**src/rtl/mccw_pkg.sv**
```systemverilog
// Package for the MCU centre-crop writer: register indexes, field widths,
// reset values and small elaboration helpers. No dependencies.
`timescale 1ns / 1ps
`default_nettype none

package mccw_pkg;

  localparam int MAX_MCUS_PER_AXIS_DEF = 128;
  localparam int MAX_OUT_DIM_DEF       = 1024;

  // Field widths of the stream payloads
  localparam int MCU_IDX_W = 7;
  localparam int COLOR_W   = 16;
  localparam int ADDR_W    = 20;
  localparam int PIX_W     = 11;  // pixel coordinate inside the cropped output image

  localparam int CFG_DATA_W = 11;
  localparam int CFG_IDX_W  = 3;

  // Reset values of the configuration registers
  localparam int RST_OUT_WIDTH  = 96;
  localparam int RST_OUT_HEIGHT = 96;
  localparam int RST_MCUS_ROW   = 20;
  localparam int RST_MCUS_COL   = 15;

  typedef enum logic [CFG_IDX_W-1:0] {
    REG_OUT_WIDTH      = 3'd0,
    REG_OUT_HEIGHT     = 3'd1,
    REG_MCU_WIDTH_SEL  = 3'd2,
    REG_MCU_HEIGHT_SEL = 3'd3,
    REG_MCUS_PER_ROW   = 3'd4,
    REG_MCUS_PER_COL   = 3'd5
  } cfg_reg_t;

  function automatic int imax(input int a, input int b);
    return (a > b) ? a : b;
  endfunction

  function automatic int imin(input int a, input int b);
    return (a < b) ? a : b;
  endfunction

endpackage

`default_nettype wire

```
**src/rtl/mccw_axis.sv**
```systemverilog
// Crop window along one axis: first kept MCU and one past the last kept MCU.
// Registered from the configuration registers; uses mccw_pkg.
`timescale 1ns / 1ps
`default_nettype none

module mccw_axis #(
  parameter int OW_W = 11,
  parameter int MC_W = 8
) (
  input  wire logic                                  clk,
  input  wire logic [OW_W-1:0]                       out_dim,
  input  wire logic                                  sel,
  input  wire logic [MC_W-1:0]                       mcus,
  output logic [MC_W-1:0]                            start,
  output logic [mccw_pkg::imax(MC_W, OW_W-3):0]      limit
);
  import mccw_pkg::*;

  localparam int KW = OW_W - 3;
  localparam int LW = imax(MC_W, KW) + 1;

  logic [KW-1:0]   keep;
  logic [MC_W-1:0] skip;
  logic [MC_W-1:0] start_next;
  logic [LW-1:0]   limit_next;

  always_comb begin
    keep = sel ? KW'(out_dim >> 4) : KW'(out_dim >> 3);
    // clamp a negative skip count to zero
    if (LW'(mcus) > LW'(keep)) begin
      skip = MC_W'(LW'(mcus) - LW'(keep));
    end else begin
      skip = '0;
    end
    start_next = skip >> 1;
    limit_next = LW'(start_next) + LW'(keep);
  end

  // Registered. The user must make writes only while idle; not enforced.
  always_ff @(posedge clk) begin
    start <= start_next;
    limit <= limit_next;
  end

endmodule

`default_nettype wire

```
**src/rtl/mcu_center_crop_writer.sv**
```systemverilog
// MCU centre-crop writer: turns MCU-ordered pixels into frame-buffer writes.
// An input transfer loads the input register; a kept pixel then loads the result register behind m_tvalid.
// Throughput: one pixel per cycle while m_tready does not stall; pixels outside the kept window give no transfer.
// The address path is one 11-bit by out_width multiply plus an add per pixel.
// Reset (rst, synchronous): registers return to 96, 96, 1, 1 (16-pixel MCUs), 20, 15; counters clear.
// Depends on mccw_pkg and mccw_axis.
`timescale 1ns / 1ps
`default_nettype none

module mcu_center_crop_writer #(
  parameter int MAX_MCUS_PER_AXIS = mccw_pkg::MAX_MCUS_PER_AXIS_DEF,
  parameter int MAX_OUT_DIM       = mccw_pkg::MAX_OUT_DIM_DEF
) (
  input  wire logic                            clk,
  input  wire logic                            rst,
  // mcu_x [6:0], mcu_y [13:7], pixel_color [29:14]
  input  wire logic [31:0]                     s_tdata,
  input  wire logic                            s_tvalid,
  output logic                                 s_tready,
  // write_addr [19:0], pixel_out [35:20]
  output logic [39:0]                          m_tdata,
  output logic                                 m_tvalid,
  input  wire logic                            m_tready,
  input  wire logic                            cfg_we,
  input  wire logic [mccw_pkg::CFG_IDX_W-1:0]  cfg_index,
  input  wire logic [mccw_pkg::CFG_DATA_W-1:0] cfg_data
);
  import mccw_pkg::*;

  localparam int OW_W = $clog2(MAX_OUT_DIM + 1);
  localparam int MC_W = $clog2(MAX_MCUS_PER_AXIS + 1);
  localparam int LW   = imax(MC_W, OW_W - 3) + 1;
  localparam int CW   = imax(LW, MCU_IDX_W);
  localparam int AW   = imax(PIX_W + OW_W + 1, ADDR_W);

  // Configuration registers
  logic [OW_W-1:0] out_width;
  logic [OW_W-1:0] out_height;
  logic            mcu_width_sel;
  logic            mcu_height_sel;
  logic [MC_W-1:0] mcus_per_row;
  logic [MC_W-1:0] mcus_per_col;

  logic [OW_W-1:0] dim_sat;
  logic [MC_W-1:0] mcus_sat;

  always_comb begin
    if (32'(cfg_data) > 32'(MAX_OUT_DIM)) begin
      dim_sat = OW_W'(MAX_OUT_DIM);
    end else begin
      dim_sat = OW_W'(cfg_data);
    end
    if (32'(cfg_data[7:0]) > 32'(MAX_MCUS_PER_AXIS)) begin
      mcus_sat = MC_W'(MAX_MCUS_PER_AXIS);
    end else begin
      mcus_sat = MC_W'(cfg_data[7:0]);
    end
  end

  always_ff @(posedge clk) begin
    if (rst) begin
      out_width      <= OW_W'(imin(RST_OUT_WIDTH, MAX_OUT_DIM));
      out_height     <= OW_W'(imin(RST_OUT_HEIGHT, MAX_OUT_DIM));
      mcu_width_sel  <= 1'b1;
      mcu_height_sel <= 1'b1;
      mcus_per_row   <= MC_W'(imin(RST_MCUS_ROW, MAX_MCUS_PER_AXIS));
      mcus_per_col   <= MC_W'(imin(RST_MCUS_COL, MAX_MCUS_PER_AXIS));
    end else if (cfg_we) begin
      case (cfg_reg_t'(cfg_index))
        REG_OUT_WIDTH:      out_width      <= dim_sat;
        REG_OUT_HEIGHT:     out_height     <= dim_sat;
        REG_MCU_WIDTH_SEL:  mcu_width_sel  <= cfg_data[0];
        REG_MCU_HEIGHT_SEL: mcu_height_sel <= cfg_data[0];
        REG_MCUS_PER_ROW:   mcus_per_row   <= mcus_sat;
        REG_MCUS_PER_COL:   mcus_per_col   <= mcus_sat;
        default: ;
      endcase
    end
  end

  // Crop windows
  logic [MC_W-1:0] start_x;
  logic [MC_W-1:0] start_y;
  logic [LW-1:0]   limit_x;
  logic [LW-1:0]   limit_y;

  mccw_axis #(.OW_W(OW_W), .MC_W(MC_W)) u_axis_x (
    .clk     (clk),
    .out_dim (out_width),
    .sel     (mcu_width_sel),
    .mcus    (mcus_per_row),
    .start   (start_x),
    .limit   (limit_x)
  );

  mccw_axis #(.OW_W(OW_W), .MC_W(MC_W)) u_axis_y (
    .clk     (clk),
    .out_dim (out_height),
    .sel     (mcu_height_sel),
    .mcus    (mcus_per_col),
    .start   (start_y),
    .limit   (limit_y)
  );

  // Handshake
  logic in_acc;
  logic out_free;
  logic s1_adv;
  logic hit;

  logic                 s1_valid;
  logic [MCU_IDX_W-1:0] s1_x;
  logic [MCU_IDX_W-1:0] s1_y;
  logic [COLOR_W-1:0]   s1_color;
  logic [3:0]           s1_row;
  logic [3:0]           s1_col;

  logic [3:0] row_in_mcu;
  logic [3:0] col_in_mcu;
  logic [3:0] row_in_mcu_next;
  logic [3:0] col_in_mcu_next;

  logic                 m_valid;
  logic [ADDR_W-1:0]    m_addr;
  logic [COLOR_W-1:0]   m_pix;

  assign out_free = !m_valid || m_tready;
  assign s1_adv   = s1_valid && (!hit || out_free);
  assign s_tready = !s1_valid || s1_adv;
  assign in_acc   = s_tvalid && s_tready;

  // Position counter inside the MCU; a counter at or past a shrunk size wraps
  always_comb begin
    row_in_mcu_next = row_in_mcu;
    col_in_mcu_next = col_in_mcu + 4'd1;
    if (({1'b0, col_in_mcu} + 5'd1) >= (mcu_width_sel ? 5'd16 : 5'd8)) begin
      col_in_mcu_next = '0;
      if (({1'b0, row_in_mcu} + 5'd1) >= (mcu_height_sel ? 5'd16 : 5'd8)) begin
        row_in_mcu_next = '0;
      end else begin
        row_in_mcu_next = row_in_mcu + 4'd1;
      end
    end
  end

  always_ff @(posedge clk) begin
    if (rst) begin
      row_in_mcu <= '0;
      col_in_mcu <= '0;
      s1_valid   <= 1'b0;
    end else begin
      if (in_acc) begin
        row_in_mcu <= row_in_mcu_next;
        col_in_mcu <= col_in_mcu_next;
        s1_valid   <= 1'b1;
      end else if (s1_adv) begin
        s1_valid   <= 1'b0;
      end
    end
  end

  always_ff @(posedge clk) begin
    if (in_acc) begin
      s1_x     <= s_tdata[6:0];
      s1_y     <= s_tdata[13:7];
      s1_color <= s_tdata[29:14];
      s1_row   <= row_in_mcu;
      s1_col   <= col_in_mcu;
    end
  end

  // Window test and address
  logic                 in_x;
  logic                 in_y;
  logic [MCU_IDX_W-1:0] x_rel;
  logic [MCU_IDX_W-1:0] y_rel;
  logic [PIX_W-1:0]     x_pix;
  logic [PIX_W-1:0]     y_pix;
  logic [AW-1:0]        addr_full;

  always_comb begin
    in_x  = (CW'(s1_x) >= CW'(start_x)) && (CW'(s1_x) < CW'(limit_x));
    in_y  = (CW'(s1_y) >= CW'(start_y)) && (CW'(s1_y) < CW'(limit_y));
    hit   = in_x && in_y;
    x_rel = MCU_IDX_W'(CW'(s1_x) - CW'(start_x));
    y_rel = MCU_IDX_W'(CW'(s1_y) - CW'(start_y));
    x_pix = (mcu_width_sel ? {x_rel, 4'b0} : {1'b0, x_rel, 3'b0}) + PIX_W'(s1_col);
    y_pix = (mcu_height_sel ? {y_rel, 4'b0} : {1'b0, y_rel, 3'b0}) + PIX_W'(s1_row);
    addr_full = AW'(y_pix) * AW'(out_width) + AW'(x_pix);
  end

  always_ff @(posedge clk) begin
    if (rst) begin
      m_valid <= 1'b0;
    end else if (s1_adv && hit) begin
      m_valid <= 1'b1;
    end else if (m_tready) begin
      m_valid <= 1'b0;
    end
  end

  always_ff @(posedge clk) begin
    if (s1_adv && hit) begin
      m_addr <= addr_full[ADDR_W-1:0];
      m_pix  <= s1_color;
    end
  end

  assign m_tvalid = m_valid;
  assign m_tdata  = {4'b0, m_pix, m_addr};

  // A stalled input side means a pixel is held in the input register.
  a_stall_held: assert property (@(posedge clk) disable iff (rst)
    !s_tready |-> s1_valid)
    else $error("input side stalled with an empty input register");

  // The column counter steps by one or wraps to zero on every transfer.
  a_col_step: assert property (@(posedge clk) disable iff (rst)
    in_acc |=> (col_in_mcu == 4'd0) || (col_in_mcu == 4'($past(col_in_mcu) + 4'd1)))
    else $error("column counter jumped");

  // Without an input transfer the position counter holds.
  a_cnt_hold: assert property (@(posedge clk) disable iff (rst)
    !in_acc |=> $stable(col_in_mcu) && $stable(row_in_mcu))
    else $error("position counter moved without a transfer");

  // A kept pixel leaving the input register lands in the result register.
  a_result_load: assert property (@(posedge clk) disable iff (rst)
    s1_adv && hit |=> m_valid && (m_addr == $past(addr_full[ADDR_W-1:0])))
    else $error("kept pixel not loaded into the result register");

endmodule

`default_nettype wire

```
**config.mk**
```make
export PLATFORM = sky130hd
export DESIGN_NAME = mcu_center_crop_writer
export DESIGN_NICKNAME = d
export VERILOG_FILES = /design/src/rtl/mccw_pkg.sv /design/src/rtl/mccw_axis.sv /design/src/rtl/mcu_center_crop_writer.sv
export SDC_FILE = /design/constraint.sdc
export NUM_CORES = 1
export LEC_CHECK = 0
export BUFFER_PORTS_ARGS = -buffer_cell sky130_fd_sc_hd__clkbuf_2
export CELL_PAD_IN_SITES_DETAIL_PLACEMENT = 1
export CELL_PAD_IN_SITES_GLOBAL_PLACEMENT = 1
export CORE_MARGIN = 2
export CORE_UTILIZATION = 44
export CTS_BUF_LIST = sky130_fd_sc_hd__clkbuf_4 sky130_fd_sc_hd__clkbuf_8
export DETAILED_ROUTE_END_ITERATION = 12
export GPL_TIMING_DRIVEN = 0
export PLACE_DENSITY = 0.85
export SYNTH_ARGS = -nofsm -noshare
export SYNTH_HDL_FRONTEND = slang
export SYNTH_SLANG_ARGS = --single-unit
```
**constraint.sdc**
```tcl
create_clock -name clk -period 6.9 [get_ports clk]
set_clock_uncertainty 0.2 [all_clocks]
set_input_delay 0.345 -clock clk [delete_from_list [all_inputs] [get_ports clk]]
set_output_delay 0.345 -clock clk [all_outputs]
set_load 0.05 [all_outputs]
```
# Yosys cells after proc, flatten, opt, wreduce, memory -nomap -nowiden
# Cells that the tools add are included.
[word_totals]
elab_cells = 88
reg_bits = 156
out_inout_bits = 42
input_bits = 51
[classes]
n_eq_ne = 5
mux = 16
n_mul = 1
magnitude_cmp = 10
addsub = 13
reduce_logical = 22
[ops]
columns = ["op", "count"]
rows = [
  ["two-way mux 8 bit", 5],
  ["two-way mux 11 bit", 3],
  ["adder 11 x 4 -> 11 bit", 2],
  ["adder 20 x 11 -> 20 bit", 1],
  ["multiplier 11 x 11 -> 20 bit", 1],
  ["adder 7 x 8 -> 9 bit", 2],
  ["less-than comparator 7 x 9 -> 1 bit", 2],
  ["greater-than comparator 8 bit", 2],
  ["subtractor 8 bit", 2],
  [">= comparator 7 bit", 2],
  ["AND reduction 2 bit", 7],
  ["subtractor 7 bit", 2],
  ["greater-than comparator 11 bit, second input constant", 1],
  ["adder 4 x 1 -> 5 bit, second input constant", 2],
  [">= comparator 5 bit", 2],
  ["two-way mux 5 bit", 2],
  ["adder 4 x 1 -> 4 bit, second input constant", 2],
  ["greater-than comparator 8 bit, second input constant", 1],
  ["two-way mux 4 bit", 2],
  ["== test 3 x 2 -> 1 bit, second input constant", 2],
  ["== test 3 bit, second input constant", 2],
  ["logical AND 1 bit", 6],
  ["two-way mux 1 bit", 4],
  ["nonzero test 2 bit", 2],
  ["4 further kinds", 8],
]

# Longest topological paths before layout
# Gate-level depths: netlist of run 1.
[depth]
ltp_word = 9
depth_mapped = 29
ltp_nobuf = 28

# By module
# A second synthesis of run 1 with hierarchy kept.
[hier_totals]
hier_cells = 1268
area_unflattened_um2 = 12249.2
[modules_own_cells]
columns = ["module", "cells_each", "area_per_inst_um2", "seq_area_each_um2", "instances"]
rows = [
  ["mcu_center_crop_writer", 1024, 10007.1, 3223.1, 1],
  ["mccw_axis", 122, 1121.1, 320.3, 2],
]

# Worst setup path before layout of run 1
# No wires, ideal clock.
[synth_path]
path_type = "register to register"
startpoint = "register s1_y[0]"
endpoint = "register m_addr[18], data pin"
slack_ps = -585
setup_time_ps = 260
stages_incl_launch_ff = 27
t_required_ps = 6440
arrival_ps = 7024
n_path_buf = 0
synth_period_minus_slack_ps = 7485
cell_sequence = "edfxtp_1 -> inv_1 -> ha_1 -> inv_1 -> fa_1 -> a211oi_1 -> o21bai_1 -> xor2_1 -> or4_1 -> a32o_1 -> nor2_1 -> nand2_1 -> fa_1 -> fa_1 -> inv_1 -> fa_1 -> fa_1 -> inv_1 -> fa_1 -> inv_1 -> ha_1 -> or2_2 -> o311ai_0 -> a21oi_1 -> o31a_1 -> mux2i_1 -> nand2_1"
[synth_via]
elab_chain_len = 5
[synth_rtl]
columns = ["item", "line", "text"]
rows = [
  ["start, declared", "mcu_center_crop_writer.sv:113", "logic [MCU_IDX_W-1:0] s1_y;"],
  ["start signal, assigned", "mcu_center_crop_writer.sv:165", "s1_y <= s_tdata[13:7];"],
  ["subtractor 7 bit", "mcu_center_crop_writer.sv:186", "y_rel = MCU_IDX_W'(CW'(s1_y) - CW'(start_y));"],
  ["two-way mux 11 bit", "mcu_center_crop_writer.sv:188", "y_pix = (mcu_height_sel ? {y_rel, 4'b0} : {1'b0, y_rel, 3'b0}) + PIX_W'(s1_row);"],
  ["adder 11 x 4 -> 11 bit", "mcu_center_crop_writer.sv:188", ""],
  ["multiplier 11 x 11 -> 20 bit", "mcu_center_crop_writer.sv:189", "addr_full = AW'(y_pix) * AW'(out_width) + AW'(x_pix);"],
  ["adder 20 x 11 -> 20 bit", "mcu_center_crop_writer.sv:189", ""],
  ["net addr_full[18]", "mcu_center_crop_writer.sv:179", "logic [AW-1:0] addr_full;"],
  ["end signal, assigned", "mcu_center_crop_writer.sv:204", "m_addr <= addr_full[ADDR_W-1:0];"],
  ["end, declared", "mcu_center_crop_writer.sv:124", "logic [ADDR_W-1:0] m_addr;"],
]
# The timed path passes the listed nets, and every way through them passes these cells.
# A chain may end at the register's enable or synchronous reset.

# Worst setup path after layout of run 1
# Same ends and word-level chain as after synthesis.

==> results of run 1 <==
-- logic make-up (layout without fill, tap and decap cells) --
group,count (synthesis),count (layout)
multiplexers,21,21
other,1,4
AND/OR/NAND/NOR,360,360
buffers and inverters,244,431
AO/OA/AOI/OAI,200,200
adder cells (fa/ha/maj),215,215
flip-flops,153,153
XOR/XNOR,49,49
-- path summary, 6_finish.rpt --
kind / end / cells after the start / slack, ps / from
worst max-delay path: m_addr[18] / 26 / -230 / s1_y[0]
worst min-delay path: out_width[5] / 3 / 30 / cfg_data[5]
worst max register to register: m_addr[18] / 26 / -230 / s1_y[0]
worst min register to register: m_pix[9] / 0 / 230 / s1_color[9]
-- critical path: stages, from the launching register on --
cell and delay (ps):
edfxtp_1 410, inv_2 80, ha_4 140, inv_2 40
fa_2 570, a21o_1 140, ha_2 210, nand2_4 70
or4_4 530, a32o_2 280, nor2_4 160, nand2_2 80
fa_1 500, fa_1 510, inv_1 60, fa_1 470
fa_1 510, inv_2 40, fa_1 490, inv_2 50
ha_4 150, or2_4 270, o311ai_4 260, a21oi_2 100
o31a_1 330, mux2i_1 150, nand2_1 70
-- synthesized netlist by cell type (all sizes together) (17+ instances only) --
| master | count | share of area [%] |
|---|---|---|
| dfxtp | 79 | 13 |
| clkbuf | 39 | 1.2 |
| and2 | 50 | 2.6 |
| fa | 96 | 16 |
| ha | 119 | 13 |
| o21ai | 36 | 1.5 |
| nand2b | 21 | 1.2 |
| a21oi | 69 | 2.9 |
| xnor2 | 26 | 1.9 |
| nand2 | 129 | 4.1 |
| nor2 | 68 | 2.1 |
| inv | 197 | 6.2 |
| xor2 | 23 | 1.7 |
| mux2i | 19 | 1.6 |
| nor3b | 17 | 1.1 |
| edfxtp | 74 | 19 |
-- timing repair --
item,CTS,global route
endpoints found under the setup margin,10,11
hold buffers,36,0
gates resized for setup,41,23
buffers inserted,19,16
pin swaps,27,28
endpoints found under the hold margin,36,0
-- layer usage --
metal	part of all wire, %	wire (um)	up-vias
met1	41	13100	4701
met5	0.041	13	-
met2	52	16780	185
li1	-	-	4451
met4	2.8	885	2
met3	3.9	1234	66
-- registers in the layout (all words and copies together), names as in the netlist, 7 cells and up --
register / cells
s1_color: 16
mcus_per_col: 8
out_width: 11
s1_x: 7
u_axis_x.start: 7
m_addr: 20
u_axis_x.limit: 9
u_axis_y.start: 7
s1_y: 7
out_height: 8
u_axis_y.limit: 9
mcus_per_row: 8
m_pix: 16
-- area by class of cell --
cell class                 count  area share (%)
inverter                     199           5.300
sequential                   153           26.99
timing repair buffer         156           7.661
multi-input combinational    849           52.98
clock inverter                14          0.7989
tap                          341           3.027
buffer                        44           1.536
clock buffer                  18           1.713
-- layout by cell type, fill, tap and decap left out, drive strengths merged, types with 9 or more instances in the layout --
master,count
inv,203
clkbuf,140
nand2,129
ha,119
fa,96
dfxtp,79
edfxtp,74
a21oi,69
nor2,68
and2,50
buf,42
dlygate4sd3,36
o21ai,36
xnor2,26
xor2,23
nand2b,21
mux2i,19
nor3b,17
o211ai,16
a21o,15
nor2b,15
nor3,13
nand3,9
a211oi,9
-- report_power, final --
group	total, W	internal, W	switching, W	leakage, nW
clock network	0.000655	0.000260	0.000395	0.169
registers	0.00110	0.00107	0.0000263	1.34
logic	0.00219	0.000998	0.00119	4.90
-- through the flow --
stage,util (%),cells
after detailed placement,48.08,1672
final,52.74,1774
after global placement,47.98,1671
after CTS,52.03,1759
after floorplan,-,1246
after global routing,52.74,1774
==> impl_metrics.sql, run 1 <==
INSERT INTO impl_metrics (metric_group, metric, value, unit) VALUES
('run_status', 'status', 'finished, violations left', ''),
('run_status', 'failed_checks', 'setup timing', ''),
('global_route', 'globalRouteOverflowTotal', '0', ''),
('finish', 'diodes', '0', ''),
('die', 'ioPinCount', '93', ''),
('timing', 'rsz0062_at_grt', 'true', ''),
('timing', 'report.final.hold_viol_count', '0', ''),
('timing', 'fin_ws', '-229.0', 'ps'),
('flow_run', 'max_cap_viol_count', '0', ''),
('place', 'place_congestion', '0.8224', ''),
('detailed_routing', 'initial_drt_markers', '304', ''),
('pwr', 'power_per_cell_area', '279.3', 'nW/um^2'),
('synthesis', 'post_synth_num_cell_types', '67', ''),
('global_route', 'via_count_of_the_first_global_routing_pass', '10150', ''),
('finish', 'finalInstanceArea', '14090', 'um^2'),
('global_route', 'grtUsageTotal', '22.75', '%'),
('die', 'die-area', '28350', 'um^2'),
('synthesis', 'synth_top_family_by_area', 'adder cells', ''),
('synthesis', 'fraction_of_the_yosys_area_taken_by_sequential_cells', '32.00', '%'),
('place', 'detailed_place_hpwl', '23570', 'um'),
('place', 'placedInstanceArea', '12850', 'um^2'),
('synthesis', 'edff_count_synth', '74', ''),
('detailed_routing', 'drcViolationCount', '0', ''),
('die', 'core_area', '26730', 'um^2'),
('detailed_routing', 'remaining_antenna_violation_count_after_routing', '0', ''),
('synthesis', 'synth-compound-area-share', '10.82', '%'),
('hold_path', 'min-delay-path-class', 'in2reg', ''),
('timing', 'setup_viol_count_final', '5', ''),
('die', 'die_width', '168.4', 'um'),
('finish', 'nNetsFinal', '1686', ''),
('clocking', 'ctsRootBufferMaster', 'clkbuf_8', ''),
('synthesis', 'syn_avg_cell_area', '9.564', 'um^2'),
('global_route', 'met1_track_demand_over_resource_in_global_routing', '26.55', '%'),
('pwr', 'total_power', '0.003937', 'W'),
('timing', 'report.final.slew_viol_count', '0', ''),
('global_route', 'initial_antenna_violation_count', '1', ''),
('synthesis', 'yosys-mux-area-fraction', '1.789', '%'),
('pwr', 'leakage_dissipation', '6.413', 'nW'),
('place', 'port_buffers', '84', ''),
('detailed_routing', 'routed_wl', '32020', 'um'),
('setup_path', 'worst_setup_path_start_kind', 'register', ''),
('timing', 'timing.hold.ws', '25.55', 'ps'),
('global_route', 'globalRouteMet3Util', '4.255', '%'),
('setup_path', 'cp_data_required_time', '6930', 'ps'),
('synthesis', 'synthXorXnorAreaFrac', '3.610', '%'),
('synthesis', 'yosys_register_bits', '153', ''),
('timing', 'fmax', '140.3', 'MHz'),
('setup_path', 'cp.arrival', '7160', 'ps'),
('detailed_routing', 'firstDrtPassIters', '5', ''),
('clocking', 'cts_max_level', '4', ''),
('synthesis', 'postSynth.topFlopCell', 'dfxtp_1', ''),
('timing', 'fin_crit_sh', '103.3', '%'),
('finish', 'multi_input_area', '7467', 'um^2'),
('die', 'fp-row-count', '60', ''),
('global_route', 'busiest_layer', 'met2', ''),
('setup_path', 'crit_path_max_fanout', '4', ''),
('detailed_routing', 'detail_route.vias_per_cell', '5.302', ''),
('synthesis', 'synth_fa_ha_area_share', '28.69', '%'),
('finish', 'layout-area-overhead-vs-synth', '18.57', '%'),
('clocking', 'clkSlewWorstSetupHoldPaths', '90', 'ps'),
('clocking', 'clock_tree_from_tritoncts', 'done', ''),
('global_route', 'met2_usage', '41.81', '%'),
('clocking', 'numCtsBuffers', '17', ''),
('clocking', 'ctsLongestPathBuffers', '2', ''),
('global_route', 'first_pass_grt_wire_length', '51120', 'um'),
('global_route', 'grt_max_degree', '39', ''),
('timing', 'slew-limit-headroom', '33.17', '%'),
('timing', 'final.min_clock_period', '7129', 'ps'),
('synthesis', 'ys_warn_count', '0', ''),
('synthesis', 'synth_simple_gate_area_share', '15.16', '%'),
('synthesis', 'synth_async_sr_flop_share', '0', '%');
Power figures use the tool's default switching activity.
==> run 2, diff against run 1 <==
--- a/config.mk
+++ b/config.mk
@@ -13,6 +13,7 @@
 export CTS_BUF_LIST = sky130_fd_sc_hd__clkbuf_4 sky130_fd_sc_hd__clkbuf_8
 export DETAILED_ROUTE_END_ITERATION = 12
 export GPL_TIMING_DRIVEN = 0
+export HOLD_SLACK_MARGIN = 0.03
 export PLACE_DENSITY = 0.85
 export SYNTH_ARGS = -nofsm -noshare
 export SYNTH_HDL_FRONTEND = slang
==> run 2 against run 1 <==
Compared with the run above:
- the run still ends with setup timing left
- cell area increased by 0.21%
- sequential power about the same
- via count about the same
- count of clock-buffer cells in the layout stayed put
- worst setup slack got worse by 4.9 ps
- final cell count increased by 0.17%
- hold slack improved by 38 ps
- sequential share of layout area down 0.057 points
- global-route usage grew 0.076 points
- fmax about the same
- routed wire length up 0.28%
- largest cell class unchanged
- highest routed layer is now met4
==> impl_metrics.sql, run 2 (synthesis results as in run 1) <==
INSERT INTO impl_metrics (metric_group, metric, value, unit) VALUES
('clocking', 'cts_max_level', '4', ''),
('pwr', 'comb_power_share', '55.5', '%'),
('finish', 'largest-register', 'm_addr', ''),
('timing', 'worst-slew-pin-transition', '1013', 'ps'),
('detailed_routing', 'drcViolationCount', '0', ''),
('hold_path', 'min-delay-path-class', 'in2reg', ''),
('timing', 'report.final.slew_viol_count', '0', ''),
('timing', 'fin_crit_sh', '103.4', '%'),
('detailed_routing', 'detail_route.vias_per_cell', '5.289', ''),
('global_route', 'globalRouteMet3Util', '4.255', '%'),
('die', 'die_extent_in_y', '168.4', 'um'),
('detailed_routing', 'detailroute.via_count', '9399', ''),
('finish', 'layout.cells.non_filler', '1777', ''),
('setup_path', 'critical_path.reg2reg.endpoint', 'm_addr[18]', ''),
('timing', 'slew-limit-headroom', '31.58', '%'),
('setup_path', 'crit_type', 'reg2reg', ''),
('setup_path', 'worst-r2r-setup-slack', '-230', 'ps'),
('finish', 'layout_commonest_cell', 'inv_1', ''),
('clocking', 'insertion_delay', '470', 'ps'),
('detailed_routing', 'initial_drt_markers', '296', ''),
('pwr', 'relative_contribution_of_sequential_cells_to_total_power', '27.9', '%'),
('detailed_routing', 'remaining_antenna_violation_count_after_routing', '0', ''),
('hold_path', 'holdCritStartpoint', 'cfg_data[2]', ''),
('setup_path', 'crit_path_end_kind', 'register', ''),
('timing', 'fin_ws', '-233.9', 'ps'),
('global_route', 'initial_antenna_violation_count', '0', ''),
('setup_path', 'r2r_start', 's1_y[0]', ''),
('run_status', 'status', 'finished, violations left', ''),
('place', 'placedCellCount', '1672', ''),
('global_route', 'met1_track_demand_over_resource_in_global_routing', '26.66', '%'),
('detailed_routing', 'firstDrtPassIters', '5', ''),
('die', 'ioPinCount', '93', ''),
('finish', 'mostFrequentLayoutCells', 'inv_1 (186), nand2_1 (124), ha_1 (111)', ''),
('pwr', 'irDropWorstVdd', '0.1265', 'mV'),
('finish', 'layout-area-overhead-vs-synth', '18.82', '%'),
('global_route', 'grt_max_degree', '39', ''),
('die', 'initial_core_util', '44.48', '%'),
('global_route', 'busiest_layer', 'met2', ''),
('global_route', 'first_pass_grt_wire_length', '51330', 'um'),
('detailed_routing', 'wl_per_cell', '18.07', 'um'),
('pwr', 'power_per_cell_area', '278.5', 'nW/um^2'),
('pwr', 'leakage_dissipation', '6.425', 'nW'),
('clocking', 'clock_tree_from_tritoncts', 'done', ''),
('setup_path', 'worst_r2r_path_depth', '26', ''),
('place', 'place_congestion', '0.8224', ''),
('place', 'port_buffers', '84', ''),
('finish', 'final-seq-area', '3804', 'um^2'),
('finish', 'diodes', '0', ''),
('pwr', 'power.share.switching', '40.81', '%'),
('clocking', 'ctsLongestPathBuffers', '2', ''),
('flow_run', 'max_cap_viol_count', '0', ''),
('die', 'core_area', '26730', 'um^2'),
('clocking', 'clkSinkCount', '153', ''),
('finish', 'layout_top_registers', 'm_addr x20, m_pix x16, s1_color x16', ''),
('setup_path', 'cp.arrival', '7160', 'ps'),
('hold_path', 'worstHoldEndpoint', 'mcus_per_row[2]', ''),
('detailed_routing', 'routed_wl', '32100', 'um'),
('finish', 'multi_input_area', '7467', 'um^2'),
('pwr', 'power_report.internal_total', '0.002328', 'W'),
('place', 'place_worst_setup_slack', '-1032', 'ps'),
('hold_path', 'hold-path-cell-count', '3', ''),
('pwr', 'p_switching', '0.001606', 'W'),
('clocking', 'clkSlewWorstSetupHoldPaths', '90', 'ps'),
('finish', 'proportion_of_layout_cells_with_a_drive_suffix_above_1', '15.88', '%'),
('clocking', 'ctsRootBufferMaster', 'clkbuf_8', ''),
('finish', 'largest_reg_flops', '20', ''),
('global_route', 'via_count_of_the_first_global_routing_pass', '10200', ''),
('die', 'die-area', '28350', 'um^2'),
('timing', 'report.final.hold_viol_count', '0', ''),
('global_route', 'met2_usage', '41.85', '%'),
('clocking', 'numCtsBuffers', '17', ''),
('die', 'die_width', '168.4', 'um'),
('setup_path', 'worst_setup_path_start_kind', 'register', ''),
('place', 'detailed_place_hpwl', '23570', 'um'),
('run_status', 'failed_checks', 'setup timing', ''),
('pwr', 'pwr-share-clk', '16.6', '%'),
('global_route', 'globalRouteOverflowTotal', '0', ''),
('die', 'fp-row-count', '60', ''),
('timing', 'rsz0062_at_grt', 'true', ''),
('timing', 'final.min_clock_period', '7134', 'ps'),
('timing', 'fmax', '140.2', 'MHz'),
('global_route', 'grtUsageTotal', '22.83', '%'),
('timing', 'setup_viol_count_final', '5', ''),
('setup_path', 'cp_data_required_time', '6930', 'ps'),
('finish', 'nNetsFinal', '1689', ''),
('finish', 'num-fill-cells', '3082', ''),
('timing', 'timing.setup.tns', '-786.7', 'ps'),
('setup_path', 'crit_path_max_fanout', '4', '');
## run 2: critical path, cell delays in order (launching register included)
cell and delay, ps:
edfxtp_1 410, inv_2 80, ha_4 140, inv_2 40, fa_2 570, a21o_1 140
ha_2 210, nand2_4 70, or4_4 530, a32o_2 280, nor2_4 170, nand2_2 80
fa_1 500, fa_1 520, inv_1 60, fa_1 470, fa_1 510, inv_2 40
fa_1 490, inv_2 50, ha_4 150, or2_4 270, o311ai_4 260, a21oi_2 100
o31a_1 330, mux2i_1 150, nand2_1 70
## run 2: worst max path at each step
stage	startpoint	to	slack (ps)	depth (start not counted)
2_1_floorplan	s1_y[0]	m_addr[18]	2	26
3_3_place_gp	mcu_height_sel	m_addr[19]	-870	26
3_5_place_dp	mcu_height_sel	m_addr[19]	-1030	25
4_1_cts	s1_y[0]	m_addr[18]	-200	26
5_1_grt	s1_y[0]	m_addr[18]	-440	28
6_report	s1_y[0]	m_addr[18]	-230	26
## run 2: area by class of cell
| class | instances | share of cell area, % |
|---|---|---|
| timing repair buffer | 159 | 7.857 |
| sequential | 153 | 26.93 |
| clock inverter | 14 | 0.7972 |
| inverter | 199 | 5.288 |
| buffer | 44 | 1.532 |
| tap | 341 | 3.021 |
| clock buffer | 18 | 1.710 |
| multi-input combinational | 849 | 52.87 |
## run 2: metal layers
metal	share of wire, %	vias to the layer above
li1	-	4455
met1	41	4692
met2	52	188
met3	4.0	64
met4	2.8	0
met5	0	-
## run 2: power by group through the flow
stage / sequential (W) / combinational, W / clock [W]
after floorplan: 0.00113 / 0.00126 / 0
after global placement: 0.00111 / 0.00156 / 0
after detailed placement: 0.00112 / 0.00169 / 0
after CTS: 0.00110 / 0.00201 / 0.000662
after global routing: 0.00110 / 0.00244 / 0.000698
final: 0.00110 / 0.00218 / 0.000653
## run 2: stage by stage
stage | instance area (um^2) | hold slack (ps) | power (W) | util (%)
6_report | 14120 | 63.31 | 0.003934 | 52.85
5_1_grt | 14120 | 58.91 | 0.004240 | 52.85
4_1_cts | 13940 | 42.05 | 0.003770 | 52.14
3_5_place_dp | 12850 | 206.3 | 0.002804 | 48.08
3_3_place_gp | 12820 | 200.4 | 0.002674 | 47.98
2_1_floorplan | 11980 | 200.3 | 0.002396 | -
## run 2: what timing repair did
action,4_1_cts,5_1_grt
hold endpoints to repair,42,0
gates resized for setup,41,23
setup buffers,19,16
pin swaps,27,28
hold buffers,39,0
setup endpoints to repair,10,11
